File: src/msq_pkg.sv
`default_nettype none
package msq_pkg;

   localparam int VideoSlotsDefault = 16;
   localparam int AudioSlotsDefault = 16;
   localparam int CsrIndexWidth     = 1;
   localparam int CsrDataWidth      = 16;
   localparam int QueueDepth        = 2;

   typedef enum logic [1:0] {
      CMD_PUSH  = 2'd0,
      CMD_PULL  = 2'd1,
      CMD_RESET = 2'd2,
      CMD_NONE  = 2'd3
   } cmd_type;

   localparam logic [1:0] KIND_VIDEO = 2'd0;
   localparam logic [1:0] KIND_KEY   = 2'd1;
   localparam logic [1:0] KIND_AUDIO = 2'd2;

   localparam logic [2:0] ST_OK      = 3'd0;
   localparam logic [2:0] ST_TOOLONG = 3'd1;
   localparam logic [2:0] ST_NOSLOT  = 3'd2;
   localparam logic [2:0] ST_DROP    = 3'd3;
   localparam logic [2:0] ST_EMPTY   = 3'd4;

   localparam logic [CsrIndexWidth-1:0] CSR_VIDEO_BYTES = 1'd0;
   localparam logic [CsrIndexWidth-1:0] CSR_AUDIO_BYTES = 1'd1;

   typedef struct packed {
      logic [1:0]  cmd;
      logic [1:0]  media_kind;
      logic [15:0] length;
      logic [31:0] timestamp;
   } req_type;

   typedef struct packed {
      logic [2:0]  status;
      logic [3:0]  slot;
      logic [1:0]  out_kind;
      logic [15:0] out_length;
      logic [31:0] out_timestamp;
      logic [31:0] out_seq;
   } rsp_type;

   // classified transaction handed from front to back
   typedef struct packed {
      cmd_type     cmd;
      logic        is_audio;
      logic        key;
      logic        too_long;
      logic [15:0] length;
      logic [31:0] timestamp;
      logic [31:0] seq;
   } work_type;

endpackage
`default_nettype wire

File: src/msq_ram.sv
`default_nettype none
module msq_ram #(
   parameter int Width = 8,
   parameter int Depth = 16
) (
   input  wire logic                     clock,
   input  wire logic                     wr_en,
   input  wire logic [$clog2(Depth)-1:0] wr_addr,
   input  wire logic [Width-1:0]         wr_data,
   input  wire logic [$clog2(Depth)-1:0] rd_addr,
   output logic [Width-1:0]              rd_data
);
   logic [Width-1:0] mem [Depth];

   always_ff @(posedge clock) begin
      if (wr_en) begin
         mem[wr_addr] <= wr_data;
      end
      rd_data <= mem[rd_addr];
   end
endmodule
`default_nettype wire

File: src/msq_front.sv
`default_nettype none
module msq_front (
   input  wire logic             clock,
   input  wire logic             reset,
   input  wire logic             accept,
   input  wire msq_pkg::req_type req,
   input  wire logic             csr_we,
   input  wire logic [msq_pkg::CsrIndexWidth-1:0] csr_index,
   input  wire logic [msq_pkg::CsrDataWidth-1:0]  csr_wdata,
   output msq_pkg::work_type     work
);
   logic [15:0] video_bytes_ff;
   logic [15:0] audio_bytes_ff;
   logic [31:0] counter_ff;
   logic        is_push;
   logic        is_video_push;
   logic        audio_kind;

   assign audio_kind    = req.media_kind[1];
   assign is_push       = (req.cmd == msq_pkg::CMD_PUSH);
   assign is_video_push = is_push && !audio_kind;

   // hold limits and advance the sequence counter on every accepted video push
   always_ff @(posedge clock) begin
      if (reset) begin
         video_bytes_ff <= 16'hFFFF;
         audio_bytes_ff <= 16'd4096;
         counter_ff     <= '0;
      end else begin
         if (csr_we && csr_index == msq_pkg::CSR_VIDEO_BYTES) video_bytes_ff <= csr_wdata;
         if (csr_we && csr_index == msq_pkg::CSR_AUDIO_BYTES) audio_bytes_ff <= csr_wdata;
         if (accept && is_video_push) counter_ff <= counter_ff + 32'd1;
      end
   end

   // classify the transaction
   always_comb begin
      work.cmd       = msq_pkg::cmd_type'(req.cmd);
      work.is_audio  = (req.cmd == msq_pkg::CMD_PULL) ? (req.media_kind == msq_pkg::KIND_AUDIO)
                                                      : audio_kind;
      work.key       = (req.media_kind == msq_pkg::KIND_KEY);
      work.too_long  = audio_kind ? (req.length > audio_bytes_ff)
                                  : (req.length > video_bytes_ff);
      work.length    = req.length;
      work.timestamp = req.timestamp;
      work.seq       = counter_ff + 32'd1;
   end
endmodule
`default_nettype wire

File: src/msq_queue.sv
`default_nettype none
module msq_queue (
   input  wire logic              clock,
   input  wire logic              reset,
   input  wire logic              push,
   input  wire msq_pkg::work_type push_data,
   input  wire logic              pop,
   output msq_pkg::work_type      head,
   output logic                   empty,
   output logic                   full
);
   localparam int Aw = $clog2(msq_pkg::QueueDepth);
   msq_pkg::work_type    entry_ff [msq_pkg::QueueDepth];
   logic [Aw-1:0]        wr_ff;
   logic [Aw-1:0]        rd_ff;
   logic [Aw:0]          count_ff;

   assign empty = (count_ff == '0);
   assign full  = (count_ff == (Aw+1)'(msq_pkg::QueueDepth));
   assign head  = entry_ff[rd_ff];

   // advance pointers on push and pop
   always_ff @(posedge clock) begin
      if (reset) begin
         wr_ff    <= '0;
         rd_ff    <= '0;
         count_ff <= '0;
      end else begin
         if (push) wr_ff <= wr_ff + 1'b1;
         if (pop)  rd_ff <= rd_ff + 1'b1;
         count_ff <= count_ff + (Aw+1)'(push) - (Aw+1)'(pop);
      end
   end

   always_ff @(posedge clock) begin
      if (push) entry_ff[wr_ff] <= push_data;
   end
endmodule
`default_nettype wire

File: src/msq_back.sv
`default_nettype none
module msq_back #(
   parameter int VideoSlots = msq_pkg::VideoSlotsDefault,
   parameter int AudioSlots = msq_pkg::AudioSlotsDefault
) (
   input  wire logic              clock,
   input  wire logic              reset,
   input  wire logic              work_valid,
   input  wire msq_pkg::work_type work,
   output logic                   work_pop,
   output logic                   rsp_valid,
   output msq_pkg::rsp_type       rsp_data
);
   localparam int Vw = (VideoSlots > 1) ? $clog2(VideoSlots) : 1;
   localparam int Aw = (AudioSlots > 1) ? $clog2(AudioSlots) : 1;
   localparam int VdW = 32 + 16 + 32 + 1;
   localparam int AdW = 32 + 16;

   typedef enum logic [2:0] {S_IDLE, S_READ, S_EXEC, S_DRAIN_V, S_DRAIN_A} state_type;

   state_type       state_ff;
   msq_pkg::work_type cur_ff;
   logic [Vw:0]     vfree_cnt_ff, vfifo_cnt_ff;
   logic [Vw-1:0]   vhead_ff;
   logic [Aw:0]     afree_cnt_ff, afifo_cnt_ff;
   logic [Aw-1:0]   ahead_ff;
   logic [Vw-1:0]   vstack_ff [VideoSlots];
   logic [Vw-1:0]   vfifo_ff  [VideoSlots];
   logic [Aw-1:0]   astack_ff [AudioSlots];
   logic [Aw-1:0]   afifo_ff  [AudioSlots];
   msq_pkg::rsp_type rsp_in;

   logic            vd_we, ad_we;
   logic [Vw-1:0]   vd_waddr, vd_raddr;
   logic [Aw-1:0]   ad_waddr, ad_raddr;
   logic [VdW-1:0]  vd_wdata, vd_rdata;
   logic [AdW-1:0]  ad_wdata, ad_rdata;

   logic [Vw-1:0]   vtail_slot, vhead_slot, vtop_slot;
   logic [Aw-1:0]   ahead_slot, atop_slot;

   function automatic logic [Vw-1:0] vwrap(input logic [Vw:0] x);
      return (x >= (Vw+1)'(VideoSlots)) ? Vw'(x - (Vw+1)'(VideoSlots)) : Vw'(x);
   endfunction
   function automatic logic [Aw-1:0] awrap(input logic [Aw:0] x);
      return (x >= (Aw+1)'(AudioSlots)) ? Aw'(x - (Aw+1)'(AudioSlots)) : Aw'(x);
   endfunction

   assign vtail_slot = vfifo_ff[vwrap((Vw+1)'(vhead_ff) + vfifo_cnt_ff - 1'b1)];
   assign vhead_slot = vfifo_ff[vhead_ff];
   assign ahead_slot = afifo_ff[ahead_ff];
   assign vtop_slot  = vstack_ff[Vw'(vfree_cnt_ff - 1'b1)];
   assign atop_slot  = astack_ff[Aw'(afree_cnt_ff - 1'b1)];

   msq_ram #(.Width(VdW), .Depth(VideoSlots)) u_vdesc (
      .clock(clock), .wr_en(vd_we), .wr_addr(vd_waddr), .wr_data(vd_wdata),
      .rd_addr(vd_raddr), .rd_data(vd_rdata));
   msq_ram #(.Width(AdW), .Depth(AudioSlots)) u_adesc (
      .clock(clock), .wr_en(ad_we), .wr_addr(ad_waddr), .wr_data(ad_wdata),
      .rd_addr(ad_raddr), .rd_data(ad_rdata));

   // read address: tail for a video push, head for a pull
   assign vd_raddr = (cur_ff.cmd == msq_pkg::CMD_PUSH) ? vtail_slot : vhead_slot;
   assign ad_raddr = ahead_slot;
   assign work_pop = (state_ff == S_IDLE) && work_valid;

   // descriptor write on an accepted push
   logic push_ok_v, push_ok_a;
   always_comb begin
      push_ok_v = 1'b0;
      push_ok_a = 1'b0;
      if (state_ff == S_EXEC && cur_ff.cmd == msq_pkg::CMD_PUSH && !cur_ff.too_long) begin
         if (cur_ff.is_audio) begin
            push_ok_a = (afree_cnt_ff != '0);
         end else begin
            push_ok_v = (vfree_cnt_ff != '0) &&
                        (vfifo_cnt_ff == '0 || cur_ff.key || vd_rdata[32:1] + 32'd1 == cur_ff.seq);
         end
      end
   end
   assign vd_we    = push_ok_v;
   assign vd_waddr = vtop_slot;
   assign vd_wdata = {cur_ff.timestamp, cur_ff.length, cur_ff.seq, cur_ff.key};
   assign ad_we    = push_ok_a;
   assign ad_waddr = atop_slot;
   assign ad_wdata = {cur_ff.timestamp, cur_ff.length};

   // build the result of the transaction in execution, zero otherwise
   always_comb begin
      rsp_in = '0;
      if (state_ff == S_EXEC) begin
         case (cur_ff.cmd)
            msq_pkg::CMD_PUSH: begin
               if (cur_ff.too_long) begin
                  rsp_in.status = msq_pkg::ST_TOOLONG;
               end else if (cur_ff.is_audio) begin
                  if (afree_cnt_ff == '0) begin
                     rsp_in.status = msq_pkg::ST_NOSLOT;
                  end else begin
                     rsp_in.slot = 4'(atop_slot);
                  end
               end else if (vfree_cnt_ff == '0) begin
                  rsp_in.status = msq_pkg::ST_NOSLOT;
               end else if (!push_ok_v) begin
                  rsp_in.status = msq_pkg::ST_DROP;
               end else begin
                  rsp_in.slot = 4'(vtop_slot);
               end
            end
            msq_pkg::CMD_PULL: begin
               if (cur_ff.is_audio) begin
                  if (afifo_cnt_ff == '0) begin
                     rsp_in.status = msq_pkg::ST_EMPTY;
                  end else begin
                     rsp_in.slot          = 4'(ahead_slot);
                     rsp_in.out_kind      = msq_pkg::KIND_AUDIO;
                     rsp_in.out_timestamp = ad_rdata[47:16];
                     rsp_in.out_length    = ad_rdata[15:0];
                  end
               end else begin
                  if (vfifo_cnt_ff == '0) begin
                     rsp_in.status = msq_pkg::ST_EMPTY;
                  end else begin
                     rsp_in.slot          = 4'(vhead_slot);
                     rsp_in.out_kind      = {1'b0, vd_rdata[0]};
                     rsp_in.out_timestamp = vd_rdata[80:49];
                     rsp_in.out_length    = vd_rdata[48:33];
                     rsp_in.out_seq       = vd_rdata[32:1];
                  end
               end
            end
            default: begin
            end
         endcase
      end
   end

   // sequence the transaction, hold the result one cycle
   always_ff @(posedge clock) begin
      if (reset) begin
         state_ff     <= S_IDLE;
         rsp_valid    <= 1'b0;
         vfree_cnt_ff <= (Vw+1)'(VideoSlots);
         afree_cnt_ff <= (Aw+1)'(AudioSlots);
         vfifo_cnt_ff <= '0;
         afifo_cnt_ff <= '0;
         vhead_ff     <= '0;
         ahead_ff     <= '0;
         for (int i = 0; i < VideoSlots; i++) vstack_ff[i] <= Vw'(i);
         for (int i = 0; i < AudioSlots; i++) astack_ff[i] <= Aw'(i);
      end else begin
         rsp_valid <= 1'b0;
         rsp_data  <= rsp_in;
         case (state_ff)
            S_IDLE: begin
               if (work_valid) begin
                  cur_ff   <= work;
                  state_ff <= (work.cmd == msq_pkg::CMD_RESET) ? S_DRAIN_V : S_READ;
               end
            end
            S_READ: begin
               state_ff <= S_EXEC;
            end
            S_EXEC: begin
               state_ff  <= S_IDLE;
               rsp_valid <= 1'b1;
               case (cur_ff.cmd)
                  msq_pkg::CMD_PUSH: begin
                     if (push_ok_a) begin
                        afree_cnt_ff <= afree_cnt_ff - 1'b1;
                        afifo_ff[awrap((Aw+1)'(ahead_ff) + afifo_cnt_ff)] <= atop_slot;
                        afifo_cnt_ff <= afifo_cnt_ff + 1'b1;
                     end else if (push_ok_v) begin
                        vfree_cnt_ff <= vfree_cnt_ff - 1'b1;
                        vfifo_ff[vwrap((Vw+1)'(vhead_ff) + vfifo_cnt_ff)] <= vtop_slot;
                        vfifo_cnt_ff <= vfifo_cnt_ff + 1'b1;
                     end
                  end
                  msq_pkg::CMD_PULL: begin
                     if (cur_ff.is_audio) begin
                        if (afifo_cnt_ff != '0) begin
                           ahead_ff     <= awrap((Aw+1)'(ahead_ff) + 1'b1);
                           afifo_cnt_ff <= afifo_cnt_ff - 1'b1;
                           if (afree_cnt_ff < (Aw+1)'(AudioSlots)) begin
                              astack_ff[Aw'(afree_cnt_ff)] <= ahead_slot;
                              afree_cnt_ff <= afree_cnt_ff + 1'b1;
                           end
                        end
                     end else begin
                        if (vfifo_cnt_ff != '0) begin
                           vhead_ff     <= vwrap((Vw+1)'(vhead_ff) + 1'b1);
                           vfifo_cnt_ff <= vfifo_cnt_ff - 1'b1;
                           if (vfree_cnt_ff < (Vw+1)'(VideoSlots)) begin
                              vstack_ff[Vw'(vfree_cnt_ff)] <= vhead_slot;
                              vfree_cnt_ff <= vfree_cnt_ff + 1'b1;
                           end
                        end
                     end
                  end
                  default: begin
                  end
               endcase
            end
            S_DRAIN_V: begin
               // return one video slot per cycle
               if (vfifo_cnt_ff != '0 && vfree_cnt_ff < (Vw+1)'(VideoSlots)) begin
                  vstack_ff[Vw'(vfree_cnt_ff)] <= vhead_slot;
                  vfree_cnt_ff <= vfree_cnt_ff + 1'b1;
                  vhead_ff     <= vwrap((Vw+1)'(vhead_ff) + 1'b1);
                  vfifo_cnt_ff <= vfifo_cnt_ff - 1'b1;
               end else begin
                  vfifo_cnt_ff <= '0;
                  state_ff     <= S_DRAIN_A;
               end
            end
            S_DRAIN_A: begin
               if (afifo_cnt_ff != '0 && afree_cnt_ff < (Aw+1)'(AudioSlots)) begin
                  astack_ff[Aw'(afree_cnt_ff)] <= ahead_slot;
                  afree_cnt_ff <= afree_cnt_ff + 1'b1;
                  ahead_ff     <= awrap((Aw+1)'(ahead_ff) + 1'b1);
                  afifo_cnt_ff <= afifo_cnt_ff - 1'b1;
               end else begin
                  afifo_cnt_ff <= '0;
                  state_ff     <= S_IDLE;
                  rsp_valid    <= 1'b1;
               end
            end
            default: state_ff <= S_IDLE;
         endcase
      end
   end

   a_vcount: assert property (@(posedge clock) disable iff (reset)
      vfree_cnt_ff + vfifo_cnt_ff <= (Vw+2)'(VideoSlots))
      else $error("video slots exceed pool");
   a_acount: assert property (@(posedge clock) disable iff (reset)
      afree_cnt_ff + afifo_cnt_ff <= (Aw+2)'(AudioSlots))
      else $error("audio slots exceed pool");
   a_rsp_from_work: assert property (@(posedge clock) disable iff (reset)
      rsp_valid |-> $past(state_ff) == S_EXEC || $past(state_ff) == S_DRAIN_A)
      else $error("result without transaction");
endmodule
`default_nettype wire

File: src/media_slot_queue_with_frame_drop_top.sv
// Order: with the back end idle, an accepted push, pull or idle command is taken from the
// queue, its descriptor RAM is read (S_READ), then written and the result built (S_EXEC) and
// registered; reset queues returns queued video, then audio, slots before its result is strobed.
// The back end takes one transaction at a time; a 2-entry queue between front and back absorbs bursts.
// Reset (synchronous): free stacks full, queues empty, counter 0, limits default.
// Results cannot be stalled; each shows for one cycle under rsp_valid.
`default_nettype none
module media_slot_queue_with_frame_drop_top #(
   parameter int VideoSlots = msq_pkg::VideoSlotsDefault,
   parameter int AudioSlots = msq_pkg::AudioSlotsDefault
) (
   input  wire logic             clock,
   input  wire logic             reset,
   input  wire logic             start,
   output logic                  busy,
   input  wire msq_pkg::req_type req_data,
   output logic                  rsp_valid,
   output msq_pkg::rsp_type      rsp_data,
   input  wire logic             csr_we,
   input  wire logic [msq_pkg::CsrIndexWidth-1:0] csr_index,
   input  wire logic [msq_pkg::CsrDataWidth-1:0]  csr_wdata
);
   logic              accept, q_empty, q_full, pop;
   msq_pkg::work_type work, head;

   assign busy   = q_full;
   assign accept = start && !busy;

   msq_front u_front (
      .clock(clock), .reset(reset), .accept(accept), .req(req_data),
      .csr_we(csr_we), .csr_index(csr_index), .csr_wdata(csr_wdata), .work(work));

   msq_queue u_queue (
      .clock(clock), .reset(reset), .push(accept), .push_data(work),
      .pop(pop), .head(head), .empty(q_empty), .full(q_full));

   msq_back #(.VideoSlots(VideoSlots), .AudioSlots(AudioSlots)) u_back (
      .clock(clock), .reset(reset), .work_valid(!q_empty), .work(head),
      .work_pop(pop), .rsp_valid(rsp_valid), .rsp_data(rsp_data));
endmodule
`default_nettype wire
File: config.mk
export PLATFORM = sky130hd
export DESIGN_NAME = media_slot_queue_with_frame_drop_top
export DESIGN_NICKNAME = d
export VERILOG_FILES = /design/src/msq_pkg.sv /design/src/msq_ram.sv /design/src/msq_front.sv /design/src/msq_queue.sv /design/src/msq_back.sv /design/src/media_slot_queue_with_frame_drop_top.sv
export SDC_FILE = /design/constraint.sdc
export NUM_CORES = 2
export LEC_CHECK = 0
export ABC_AREA = 1
export BUFFER_PORTS_ARGS = -buffer_cell sky130_fd_sc_hd__buf_2
export CORE_UTILIZATION = 33
export DETAILED_ROUTE_END_ITERATION = 7
export PLACE_DENSITY = 0.48
export SLEW_MARGIN = 15
export SYNTH_ARGS = -nofsm -noshare
export SYNTH_HDL_FRONTEND = slang
export SYNTH_SLANG_ARGS = --single-unit
File: constraint.sdc
create_clock -name clock -period 6.7 [get_ports clock]
set_clock_uncertainty 0.15 [all_clocks]
set_input_delay 0 -clock clock [delete_from_list [all_inputs] [get_ports clock]]
set_output_delay 0 -clock clock [all_outputs]
set_load 0.05 [all_outputs]
[Word level (Yosys, flattened, before mapping)]
Memories as Yosys holds them, arrays and structs flattened. A register that Yosys moved wholly into a read port is not among the register bits.
Cells that the tools add are included.
Word-level totals
  flip-flop bits (word level): 274
  output and inout bits: 91
  bits in writable memories: 2490
  memories kept: 7
  bits of input ports: 73
Memories
  u_back.u_vdesc.mem: depth 16, width 81, rd ports 1, clocked after Yosys merged registers in 1, wr ports 1, RTL line msq_ram.sv:13  | logic [Width-1:0] mem [Depth];
  u_back.u_adesc.mem: depth 16, width 48, rd ports 1, clocked after Yosys merged registers in 1, wr ports 1, RTL line msq_ram.sv:13
  u_queue.entry_ff: depth 2, width 85, rd ports 1, clocked after Yosys merged registers in 1, wr ports 1, RTL line msq_queue.sv:13  | msq_pkg::work_type entry_ff [msq_pkg::QueueDepth];
  u_back.afifo_ff: depth 16, width 4, rd ports 1, clocked after Yosys merged registers in 1, wr ports 1, RTL line msq_back.sv:30  | logic [Aw-1:0] afifo_ff [AudioSlots];
  u_back.astack_ff: depth 16, width 4, rd ports 1, clocked after Yosys merged registers in 0, wr ports 16, RTL line msq_back.sv:29  | logic [Aw-1:0] astack_ff [AudioSlots];
  u_back.vfifo_ff: depth 16, width 4, rd ports 2, clocked after Yosys merged registers in 1, wr ports 1, RTL line msq_back.sv:28  | logic [Vw-1:0] vfifo_ff [VideoSlots];
  +1 memories
Cells by class
  $lt $le $gt $ge: 9
  add/subtract/negate cells: 24
  muxes and demuxes: 125
  equality and inequality tests: 31
  reduce and logical (&&, ||, !) cells: 43
  bitwise logic cells: 7
Operators with widths (count)
  $mux W4: 28
  $mux W5: 20
  $mux W86: 1
  $pmux W5 S2: 8
  $add A32 B1 Y32 const B: 2
  $mux W57: 1
  $mux W54: 1
  $mux W1: 50
  $eq A32 B32 Y1: 1
  $gt A16 B16 Y1: 2
  $ge A5 B5 Y1 const B: 5
  $sub A5 B1 Y5 const B: 5
  $mux W3: 7
  $add A5 B1 Y5 const B: 4
  $logic_not A5 Y1: 4
  $reduce_bool A5 Y1: 4
  $sub A4 B1 Y4 const B: 5
  $ne A3 B3 Y1 const B: 6
  $pmux W4 S2: 2
  $reduce_and A5 Y1: 3
  $ne A2 B2 Y1 const B: 7
  $pmux W7 S2: 1
  $ne A3 B2 Y1 const B: 4
  $pmux W3 S4: 1
  other kinds (29): 67

[Logic depth before layout (Yosys ltp)]
  word-level depth: 12
  depth in mapped cells: 21

[Hierarchy]
From an unflattened synthesis, not the netlist that was laid out.
Second synthesis, totals
  cells, all modules: 11566
  area total of the unflattened synthesis: 124069.0 µm²
By module, submodules not included
  msq_ram at u_back.u_vdesc: area an instance 57341.2 µm², times used 1, cells each 5319, seq. area each 40538.9 µm²
  msq_ram at u_back.u_adesc: area an instance 33988.8 µm², times used 1, cells each 3165, seq. area each 24023.0 µm²
  msq_back: area an instance 21837.2 µm², times used 1, cells each 2093, seq. area each 13713.2 µm²
  msq_queue: area an instance 6364.9 µm², times used 1, cells each 295, seq. area each 5205.0 µm²
  msq_front: area an instance 4523.1 µm², times used 1, cells each 691, seq. area each 1281.2 µm²
  media_slot_queue_with_frame_drop_top: area an instance 13.8 µm², times used 1, cells each 3, seq. area each 0.0 µm²

[Worst setup path after synthesis]
No wires, ideal clock.
  path kind: reg-to-reg
  start: register u_back.vfree_cnt_ff[0]
  end: memory u_back.u_vdesc.mem[5][0] (netlist name), enable pin
  data arrival time: 6.133 ns
  data required time: 6.029 ns
  path buffers: 3
  stages on the path, launching flop included: 13
  setup slack: -0.105 ns
  clock period less this slack: 6.805 ns
  setup time: 0.521 ns
  cell sequence: dfxtp_1 clkbuf_1 clkinv_1 clkbuf_1 ha_1 xnor2_1 clkbuf_1 o221ai_1 o211ai_1 nand2_1 inv_1 nand2_1 nor2_1
Between the ends
  elaborated cells between the ends (all ways): 8
RTL lines
  start, declared: RTL line msq_back.sv:23  | logic [Vw:0] vfree_cnt_ff, vfifo_cnt_ff;
  start signal, assigned: RTL line msq_back.sv:143  | vfree_cnt_ff <= (Vw+1)'(VideoSlots);
  start signal, assigned: RTL line msq_back.sv:174  | vfree_cnt_ff <= vfree_cnt_ff - 1'b1;
  start signal, assigned: RTL line msq_back.sv:195  | vfree_cnt_ff <= vfree_cnt_ff + 1'b1;
  $sub A5 B1 Y5: RTL line msq_back.sv:52  | assign vtop_slot = vstack_ff[Vw'(vfree_cnt_ff - 1'b1)];
  $mem_v2 Z16 W4
  named net u_back.u_vdesc.wr_addr[3]: RTL line msq_ram.sv:8  | input wire logic [$clog2(Depth)-1:0] wr_addr,
  end, declared: RTL line msq_ram.sv:13
The timed path passes the listed nets, and every way through them passes these cells.

[Worst setup path after layout]
  start: register u_back.afree_cnt_ff[0]
  end: memory u_back.u_adesc.mem[3][25] (netlist name), enable pin
Between the ends
  elaborated cells between the ends (all ways): 7
RTL lines
  start, declared: RTL line msq_back.sv:25  | logic [Aw:0] afree_cnt_ff, afifo_cnt_ff;
  start signal, assigned: RTL line msq_back.sv:144  | afree_cnt_ff <= (Aw+1)'(AudioSlots);
  start signal, assigned: RTL line msq_back.sv:170  | afree_cnt_ff <= afree_cnt_ff - 1'b1;
  start signal, assigned: RTL line msq_back.sv:186  | afree_cnt_ff <= afree_cnt_ff + 1'b1;
  $sub A5 B1 Y5: RTL line msq_back.sv:53  | assign atop_slot = astack_ff[Aw'(afree_cnt_ff - 1'b1)];
  $mem_v2 Z16 W4
  named net u_back.ad_waddr[0]: RTL line msq_back.sv:35  | logic [Aw-1:0] ad_waddr, ad_raddr;
  end, declared: RTL line msq_ram.sv:13
The timed path passes the listed nets, and every way through them passes these cells.

==> flow_metrics.env <==
export IMPL_grt_pass1_vias=76900
export IMPL_clkTransAtPathRegs_ns=0.06
export IMPL_drt_wl_total_um=358000
export IMPL_clockBufferDepth=4
export IMPL_tightest_slew_ns=1.17
export IMPL_syn_num_nets=10700
export IMPL_nets=11100
export IMPL_firstDrtPassIters=6
export IMPL_required_ns=7.11
export IMPL_ys_warn_count=0
export IMPL_worstHoldEndpoint="u_queue.entry_ff[0][82]"
export IMPL_path_class="flip-flop to flip-flop"
export IMPL_cts_tree="done"
export IMPL_rsz0062_at_grt="false"
export IMPL_status="complete, no violations"
export IMPL_maxCapViolCount=0
export IMPL_finalCritPeriodShare=0.771
export IMPL_r2r_setup_slack_ns=1.54
export IMPL_areaGrowthSynthToFinish_pct=16.1
export IMPL_dp_cells=15200
export IMPL_worstPathMaxFanout=35
export IMPL_powerDensity_mw_per_mm2=381
export IMPL_hold_violations=0
export IMPL_gp_congestion=0.862
export IMPL_power_leakage_nw=53.0
export IMPL_numPortBuffers=163
export IMPL_grt_pass1_wl_um=522000
export IMPL_rr_startpoint="u_back.afree_cnt_ff[0]"
export IMPL_postRouteAntennaNets=0
export IMPL_setup_violations=0
export IMPL_reg2reg_to="u_back.u_adesc.mem[3][25]"
export IMPL_synth_edf_count=2664
export IMPL_ys_flop_type="edfxtp_1"
export IMPL_drtIter0Drc=6966
export IMPL_num_io_pins=164
export IMPL_min_delay_start="req_data[50]"
export IMPL_dieHeight_um=607
export IMPL_hold_buffers=177
export IMPL_root_buffer="clkbuf_16"
export IMPL_clock_sinks=2902
export IMPL_ys_seq_area_frac=0.703
export IMPL_num_rows=221
export IMPL_syn_cell_area_mm2=0.121
export IMPL_vias=78600
export IMPL_async_flop_share=0
export IMPL_syn_inst=10600
export IMPL_whs_path_depth=5
export IMPL_insertion_delay_ns=0.94
export IMPL_synthDistinctLibCells=56
export IMPL_core_mm2=0.363
export IMPL_fillers=34600
export IMPL_grt_usage=0.190
export IMPL_drive_gt1_frac=0.105
export IMPL_via_per_inst=4.91
export IMPL_antenna_found_initial=16
export IMPL_clock_fmax_mhz=194
export IMPL_cp_arrival_ns=5.57
export IMPL_ys_ff_latch=2902
export IMPL_hp_class="input port to flip-flop"
export IMPL_layout_common_cells="2,664 x edfxtp_1, 2,467 x nand2_1, 1,301 x inv_1"
export IMPL_drcViolationCount=0
export IMPL_dp_hpwl_um=204000
export IMPL_syn_mean_instance_area_um2=11.4
export IMPL_power_mw=53.4
export IMPL_cts_setup_buffers=0
export IMPL_die_area_mm2=0.368
export IMPL_post_drt_wl_per_cell_um=22.3
export IMPL_final_common_cell="edfxtp_1"
export IMPL_cp_end_kind="flip-flop"
export IMPL_grt_max_degree=188
export IMPL_min_period_ns=5.16
export IMPL_cts_resized=0
export IMPL_ff2ff_path_depth=10
export IMPL_cts_htree_levels=5
export IMPL_stdcell_count=16000
export IMPL_numCtsBuffers=324
export IMPL_grt_ovfl_total=0
export IMPL_slew_headroom=0.221
export IMPL_start_util=0.332
export IMPL_cp_start_kind="flip-flop"
export IMPL_final_max_slew_viol_count=0
export IMPL_vdd_ir_drop_max_uv=359
export IMPL_die_w_um=607
[stage by stage]
step	setup TNS, ns	instance area, µm²	utilization	hold slack [ns]	setup WS (ns)
after global placement	0	127000	0.351	0.0423	0.958
after global routing	0	140000	0.386	0.0648	1.08
after floorplan	-97.78	121000	-	-0.0511	-0.105
after CTS	0	140000	0.385	0.00547	1.51
after detailed placement	0	128000	0.351	0.0447	1.49
final	0	140000	0.386	0.0981	1.54
[logic make-up (layout without fill, tap and decap cells)]
logic type / Yosys count / count (layout) / synth area share
AOI/OAI and AO/OA: 1087 / 1087 / 0.0583
xor gates and xnor gates: 71 / 71 / 0.00528
adders and majority gates: 64 / 64 / 0.00676
buffers and inverters: 1872 / 2494 / 0.0642
DFF: 2902 / 2902 / 0.703
muxes: 36 / 36 / 0.00299
other: 0 / 8 / 0
and+or+nand+nor: 4557 / 4557 / 0.160
[layer usage]
| layer | track usage | vias up | part of all wire |
|---|---|---|---|
| li1 | - | 36800 | - |
| met1 | 0.259 | 39000 | 0.44 |
| met2 | 0.318 | 2210 | 0.48 |
| met3 | 0.0229 | 476 | 0.051 |
| met4 | 0.0560 | 0 | 0.030 |
| met5 | 0 | - | 0 |
[critical path: stages, from the launching register on]
cell      delay (ns)
dfxtp_1         0.30
buf_4           0.35
inv_2           0.30
ha_1            0.94
o21ai_0         0.23
o221ai_1        0.24
o211ai_1        0.13
nand2_1         0.63
nand2_1         0.42
nor2_4          0.57
buf_4           0.46
[sequential cells by signal, indices dropped and copies added, names as in the netlist, 81 cells and up, named ones only]
register and flops:
u_back.rsp_data 89, u_back.u_adesc.mem 768, u_back.u_vdesc.mem 1296, u_back.u_vdesc.rd_data 81, u_queue.entry_ff 170
[cell type report]
cell class | instances | area, µm² | area share
sequential | 2902 | 84800 | 0.605
multi-input combinational | 5815 | 28500 | 0.204
clock buffer | 443 | 9100 | 0.0650
tap | 4794 | 6000 | 0.0428
timing repair buffer | 572 | 5170 | 0.0369
inverter | 1323 | 5020 | 0.0358
clock inverter | 156 | 1520 | 0.0108
antenna | 8 | 20.0 | 0.000143
[synth_stat cells (18+ instances only)]
| master | count | area share |
|---|---|---|
| a32o_1 | 49 | 0.0041 |
| a21oi_1 | 135 | 0.0056 |
| mux2i_1 | 36 | 0.0030 |
| inv_1 | 1305 | 0.041 |
| edfxtp_1 | 2664 | 0.66 |
| nand3_1 | 1166 | 0.048 |
| nor2_1 | 644 | 0.020 |
| nor3_1 | 18 | 0.00075 |
| buf_2 | 189 | 0.0078 |
| buf_4 | 57 | 0.0035 |
| o211ai_1 | 455 | 0.028 |
| buf_6 | 33 | 0.0031 |
| nand2_1 | 2472 | 0.077 |
| ha_1 | 62 | 0.0064 |
| o21ai_0 | 371 | 0.015 |
| dfxtp_1 | 238 | 0.039 |
| or2_2 | 196 | 0.010 |
| xor2_1 | 53 | 0.0038 |
| clkbuf_1 | 234 | 0.0073 |
| buf_1 | 33 | 0.0010 |
[worst max-delay path by stage]
| stage | endpoint | startpoint | depth (start not counted) |
|---|---|---|---|
| 3_3_place_gp | u_back.u_vdesc.mem[0][55] | u_back.u_vdesc.rd_data[1] | 18 |
| 4_1_cts | u_back.u_vdesc.rd_data[15] | u_back.vhead_ff[0] | 15 |
| 5_1_grt | u_back.u_vdesc.mem[3][0] | u_back.vfree_cnt_ff[0] | 11 |
| 2_1_floorplan | u_back.u_vdesc.mem[5][0] | u_back.vfree_cnt_ff[0] | 12 |
| 6_report | u_back.u_adesc.mem[3][25] | u_back.afree_cnt_ff[0] | 10 |
| 3_5_place_dp | u_back.u_vdesc.rd_data[15] | u_back.vhead_ff[0] | 15 |
[where the power goes]
part	switching (mW)	internal [mW]	total, mW
sequential	0.763	21.7	22.4
combinational	9.80	3.31	13.1
clock	7.42	10.4	17.9
Power figures use the tool's default switching activity.
